--- config.mk ---
export PLATFORM = sky130hd
export DESIGN_NAME = tcas_alu
export DESIGN_NICKNAME = d
export VERILOG_FILES = /design/src/rtl/tcas_pkg.sv /design/src/rtl/tcas_alu.sv
export SDC_FILE = /design/constraint.sdc
export NUM_CORES = 1
export LEC_CHECK = 0
export ABC_AREA = 1
export BUFFER_PORTS_ARGS = -buffer_cell sky130_fd_sc_hd__buf_2
export CAP_MARGIN = 5
export CORE_AREA = 2 2 46 48
export DETAILED_ROUTE_END_ITERATION = 7
export DIE_AREA = 0 0 48 50
export PLACE_DENSITY = 0.88
export SYNTH_ARGS = -nofsm -noshare
export SYNTH_HDL_FRONTEND = slang
export SYNTH_SLANG_ARGS = --single-unit
--- constraint.sdc ---
create_clock -name vclk -period 1.6
set_input_delay 0.16 -clock vclk [all_inputs]
set_output_delay 0.16 -clock vclk [all_outputs]
set_load 0.1 [all_outputs]
--- src/rtl/tcas_pkg.sv ---
// Shared types and constants for the tree common-ancestor block.
package tcas_pkg;

    // Table geometry
    localparam int NODE_W      = 10;
    localparam int TABLE_DEPTH = 1024;
    localparam int COUNT_W     = 10;
    localparam int SIZE_W      = 11;
    localparam int PARENT_W    = NODE_W + 1;

    localparam logic [COUNT_W-1:0] COUNT_MAX = '1;

    // Input item kinds
    localparam logic [1:0] OP_CLEAR = 2'd0;
    localparam logic [1:0] OP_EDGE  = 2'd1;
    localparam logic [1:0] OP_QUERY = 2'd2;

    // Result of one walk step from the shared step unit
    typedef struct packed {
        logic                stop;
        logic [NODE_W-1:0]   next_node;
        logic [COUNT_W-1:0]  count_sum;
    } t_step_res;

endpackage

--- src/rtl/tcas_alu.sv ---
// Shared walk-step unit: saturating count add, parent follow and step-limit check.
module tcas_alu #(
    parameter int NODES = 1024
) (
    input  logic [tcas_pkg::COUNT_W-1:0]  i_count,
    input  logic [tcas_pkg::SIZE_W-1:0]   i_add,
    input  logic [tcas_pkg::PARENT_W-1:0] i_parent,
    input  logic [$clog2(NODES)-1:0]      i_step,
    output tcas_pkg::t_step_res           o_res
);

    localparam int STEP_W = $clog2(NODES);
    localparam logic [STEP_W-1:0] STEP_LAST = STEP_W'(NODES - 1);

    logic [tcas_pkg::SIZE_W:0] sum;

    // Add with saturation at the count ceiling
    assign sum = {2'b00, i_count} + {1'b0, i_add};

    always_comb begin
        o_res.next_node = i_parent[tcas_pkg::NODE_W-1:0];
        // Stop at a root or when the walk has visited its full budget of nodes
        o_res.stop      = !i_parent[tcas_pkg::NODE_W] || (i_step == STEP_LAST);
        if (sum > {2'b00, tcas_pkg::COUNT_MAX}) begin
            o_res.count_sum = tcas_pkg::COUNT_MAX;
        end else begin
            o_res.count_sum = sum[tcas_pkg::COUNT_W-1:0];
        end
    end

endmodule

==> impl_metrics.py, run 1 <==
metrics = {
    "status": {
        "status": "finished, violations left",
        "violations": "setup timing",
    },
    "global_routing": {
        "grt_max_degree": 7,
        "grt_pass1_vias": 1316,
        "grt_pass1_wl_mm": 5.75,
        "grt_usage_pct": 33.0,
        "antenna_found_initial": 0,
        "grt_overflow": 0,
    },
    "setup_path": {
        "worstPathCellList": "buf_2 > ha_4 > nand2_1 > nand2_2 > buf_4 > a21oi_1 > nand2_2 > nand2_1 > nand2_1 > inv_2 > nand3_4 > buf_12",
        "crit_type": "in2out",
        "worst_ep_required_time_ns": 1.44,
        "cp-start-kind": "primary input",
        "slowest_stage": "a21oi_1",
        "cpPeakStageDelay_ns": 0.28,
        "end_kind": "primary output",
        "critPathMaxFanout": 4,
        "crit_top_cell": "nand2_1",
        "cp.arrival_ns": 1.72,
    },
    "route": {
        "vias_per_cell": 5.92,
        "vias": 1339,
        "wl_met2_mm": 2.34,
        "drt_drc_violations_left": 0,
        "wl_met3_um": 563,
        "drt-initial-drc-count": 76,
        "wl_mm": 5.04,
        "routed.top_layer": "met4",
        "ant_nets": 0,
        "routedLengthMet1_mm": 1.75,
        "first_pass_iters": 4,
        "wl_per_cell_um": 22.3,
    },
    "synth": {
        "synthesis.area_um2": 773,
        "synth_area_leaders": "nand2_1 (22%), ha_1 (16%), nand3_1 (12%)",
        "synth.distinct_cells": 20,
        "syn-num-nets": 191,
        "yosysTopAreaCell": "nand2_1",
        "synth_area_per_cell_um2": 5.60,
        "syn_inst": 138,
        "synth_top_area_share_pct": 21.8,
        "synth-seq-area-share_pct": 0,
        "ys_warn_count": 0,
    },
    "flow_run": {
        "cap_viol_max_count": 0,
    },
    "timing": {
        "tns_ns": -2.48,
        "setup_ws_ns": -0.277,
        "finalSetupViolations": 10,
        "worst_slew_pin_slew_ns": 0.486,
        "fmax_ghz": 0.533,
        "period_needed_ns": 1.88,
        "report.final.slew_viol_count": 0,
        "hold_viol": 0,
        "rsz0062_at_grt": "true",
        "period_share_pct": 117,
        "maxSlewHeadroom_pct": 67.8,
        "holdWs_ns": 0.320,
    },
    "pwr": {
        "power_uw": 1110,
        "ir_drop_mv": 0.569,
        "power.leakage_uw": 0.000881,
        "power.density_nw_per_um2": 625,
    },
    "layout": {
        "register_area_um2": 0,
        "instances_no_fill": 226,
        "finalNetCount": 254,
        "synthToLayoutAreaGrowth_pct": 130,
        "design.seq.count": 0,
        "drive_gt1_share_pct": 69.3,
        "final_area_um2": 1780,
        "layout_commonest_cell": "buf_2",
        "clkbuf_count": 0,
        "diodes": 0,
        "final_cell_mix": "buf_2 (29), nand2_1 (27), buf_4 (24)",
    },
    "placed_design": {
        "dp_hpwl_mm": 2.48,
        "numPortBuffers": 43,
        "place_congestion": 0.923,
        "placed_area_um2": 1560,
        "dp.cells": 220,
    },
    "floorplan": {
        "fp.coreArea_um2": 1900,
        "row_count": 16,
        "initial_utilization_pct": 40.7,
        "die_area_um2": 2400,
        "die_w_um": 48,
        "die_h_um": 50,
        "pin_count": 63,
    },
    "cts": {
        "cts_hold_buf": 0,
    },
    "hold_path": {
        "min_path_type": "in2out",
    },
}
-- power breakdown --
part           internal, uW  total, uW  switching (uW)
Sequential                0          0               0
Clock                     0          0               0
Combinational           431       1110             682
-- metal layers --
metal	global-route usage [%]	vias to the layer above
met5	0	-
met4	14.4	0
met3	2.93	47
met2	59.6	144
met1	36.3	588
li1	-	560
-- cells by family (layout without fill, tap and decap cells) --
family | after synthesis | in the layout | synth area share [%]
adder cells (fa/ha/maj) | 11 | 11 | 18.8
buffers and inverters | 33 | 93 | 20.9
AO/OA/AOI/OAI | 6 | 6 | 5.50
XOR/XNOR | 4 | 4 | 4.53
AND/OR/NAND/NOR | 84 | 85 | 50.3
-- worst paths after layout --
check	startpoint	to	cells past startpoint
max	i_count[7]	o_res[8]	12
min	i_parent[2]	o_res[12]	0
-- synthesized netlist by cell type --
cell type	instances
a211oi_1	1
a21oi_1	2
a21oi_2	2
buf_4	10
fa_1	1
ha_1	10
inv_1	23
nand2_1	45
nand2_2	3
nand2_4	1
nand3_1	18
nand3_2	2
nand3b_1	2
nand4_1	4
nor2_1	6
nor2_2	2
nor3_1	1
o31ai_1	1
xnor2_1	1
xor2_1	3
-- metrics by stage --
step	setup slack, ns	utilization [%]
floorplan	-0.0229	-
global placement	-0.172	82.2
detailed placement	-0.283	82.2
CTS	-0.107	87.8
global route	-0.300	93.7
finish	-0.277	93.7
-- repair_timing --
action	in CTS	in global routing
pin swaps	12	11
setup buffers	4	1
gates resized for setup	15	30
endpoints found under the setup margin	10	10
cloned	1	0
-- worst max-delay path, delay by kind of cell --
family,cells,cell delay [ns]
buf+inv,4,0.51
simple gates,6,0.50
compound gates,1,0.28
fa+ha+maj,1,0.25
-- layout make-up --
type	instances	area (um^2)
fillers	65	120
multi-input cells	106	1030
repair buffers	70	626
well taps	27	33.8
inverters	23	88.8
Note: power is estimated with default switching activity, not from simulation.
==> inputs of run 2 (changes only) <==
==> constraint.sdc (replaced) <==
create_clock -name vclk -period 1.6
set_input_delay 0.24 -clock vclk [all_inputs]
set_output_delay 0.24 -clock vclk [all_outputs]
set_load 0.1 [all_outputs]
==> run 2 against run 1 <==
Net effect:
- the run still ends with setup timing left
- utilization fell by 1.5 points
- non-clock buffer count rose by 1
- critical path type unchanged
- via count decreased by 1.9%
==> impl_metrics.py, run 2 (same netlist as run 1, synthesis figures left out) <==
metrics = {
    "status": {
        "status": "finished, violations left",
        "violations": "setup timing",
    },
    "pwr": {
        "pwr-share-comb_pct": 100.0,
        "ir_drop_mv": 0.532,
        "power.leakage_uw": 0.000880,
        "p_clk_share_pct": 0,
        "p_int_uw": 419,
        "seq_power_share_pct": 0,
        "switching_share_pct": 61.1,
        "power_switching_uw": 659,
        "power.density_nw_per_um2": 615,
    },
    "layout": {
        "final_core_util_pct": 92.2,
        "drive_gt1_share_pct": 61.5,
        "register_area_um2": 0,
        "synthToLayoutAreaGrowth_pct": 127,
        "instances_no_fill": 227,
        "layout_commonest_cell": "nand2_1",
        "design.seq.count": 0,
        "clkbuf_count": 0,
        "finalNetCount": 255,
        "diodes": 0,
        "final_cell_mix": "nand2_1 (37), buf_2 (30), buf_4 (25)",
    },
    "floorplan": {
        "row_count": 16,
        "die_w_um": 48,
        "initial_utilization_pct": 40.7,
        "die_h_um": 50,
        "fp.coreArea_um2": 1900,
        "pin_count": 63,
        "die_area_um2": 2400,
    },
    "flow_run": {
        "cap_viol_max_count": 0,
    },
    "route": {
        "drt-initial-drc-count": 103,
        "wl_met3_um": 440,
        "ant_nets": 0,
        "routed.top_layer": "met4",
        "wl_mm": 4.66,
        "vias_per_cell": 5.79,
        "wl_met2_mm": 2.30,
        "drt_drc_violations_left": 0,
        "vias": 1314,
        "first_pass_iters": 4,
        "routedLengthMet1_mm": 1.57,
        "wl_per_cell_um": 20.5,
    },
    "placed_design": {
        "dp.cells": 224,
        "numPortBuffers": 43,
        "dp_hpwl_mm": 2.73,
        "place_congestion": 0.923,
    },
    "hold_path": {
        "min_path_type": "in2out",
    },
    "global_routing": {
        "grt_pass1_vias": 1335,
        "antenna_found_initial": 0,
        "grt_max_degree": 6,
        "grt_overflow": 0,
        "grt_usage_pct": 34.9,
        "grt_pass1_wl_mm": 6.02,
    },
    "timing": {
        "period_share_pct": 125,
        "rsz0062_at_grt": "true",
        "period_needed_ns": 2.01,
        "fmax_ghz": 0.498,
        "worst_slew_pin_slew_ns": 0.304,
        "setup_ws_ns": -0.407,
        "hold_viol": 0,
        "finalSetupViolations": 10,
        "maxSlewHeadroom_pct": 79.6,
        "report.final.slew_viol_count": 0,
    },
    "setup_path": {
        "cp.arrival_ns": 1.77,
        "cp-start-kind": "primary input",
        "worst_ep_required_time_ns": 1.36,
        "critPathMaxFanout": 5,
        "end_kind": "primary output",
        "crit_type": "in2out",
    },
    "cts": {
        "cts_hold_buf": 0,
    },
}
[run 2: cell types whose count changed in the layout (fill, tap and decap cells not counted), sizes merged]
| cell | before | now |
|---|---|---|
| buf | 70 | 71 |
[run 2: worst max-delay path: stages]
cell and delay, ns:
buf_2 0.11, ha_4 0.30, nand2_2 0.09, nor2_4 0.18
nand3_2 0.14, nand4_1 0.17, buf_6 0.16, nand2_8 0.10
nand3_4 0.10, buf_12 0.17
[run 2: final timing paths]
kind | cells after the start | endpoint | start
setup / recovery | 10 | o_res[4] | i_add[8]
hold / removal | 0 | o_res[15] | i_parent[5]
[run 2: power groups by stage]
stage | Combinational [uW] | Clock (uW) | Sequential (uW)
global route | 1110 | 0 | 0
detailed placement | 959 | 0 | 0
finish | 1080 | 0 | 0
floorplan | 716 | 0 | 0
global placement | 923 | 0 | 0
CTS | 999 | 0 | 0
[run 2: repair_timing]
action	CTS	global route
gates cloned	1	0
buffers inserted	2	0
gates resized for setup	10	14
setup endpoints to repair	10	10
pin swaps	10	6
[run 2: stage by stage]
stage | hold slack (ns) | power [uW] | area (um^2) | setup WS, ns | TNS, ns
final | 0.480 | 1080 | 1750 | -0.407 | -3.94
after global routing | 0.480 | 1110 | 1750 | -0.427 | -4.14
after CTS | 0.481 | 999 | 1700 | -0.287 | -2.73
after detailed placement | 0.481 | 959 | 1620 | -0.415 | -3.95
after global placement | 0.481 | 923 | 1620 | -0.311 | -3.00
after floorplan | 0.692 | 716 | 1060 | -0.182 | -1.66
[run 2: final cells by class]
| type | count | area, um^2 |
|---|---|---|
| Multi-Input combinational cell | 106 | 1000 |
| Timing Repair Buffer | 71 | 632 |
| Fill cell | 67 | 149 |
| Inverter | 23 | 86.3 |
| Tap cell | 27 | 33.8 |
[run 2: routing by layer]
metal | global-route usage [%] | vias up
li1 | - | 561
met1 | 35.5 | 583
met2 | 61.1 | 128
met3 | 6.23 | 42
met4 | 21.2 | 0
met5 | 0 | -
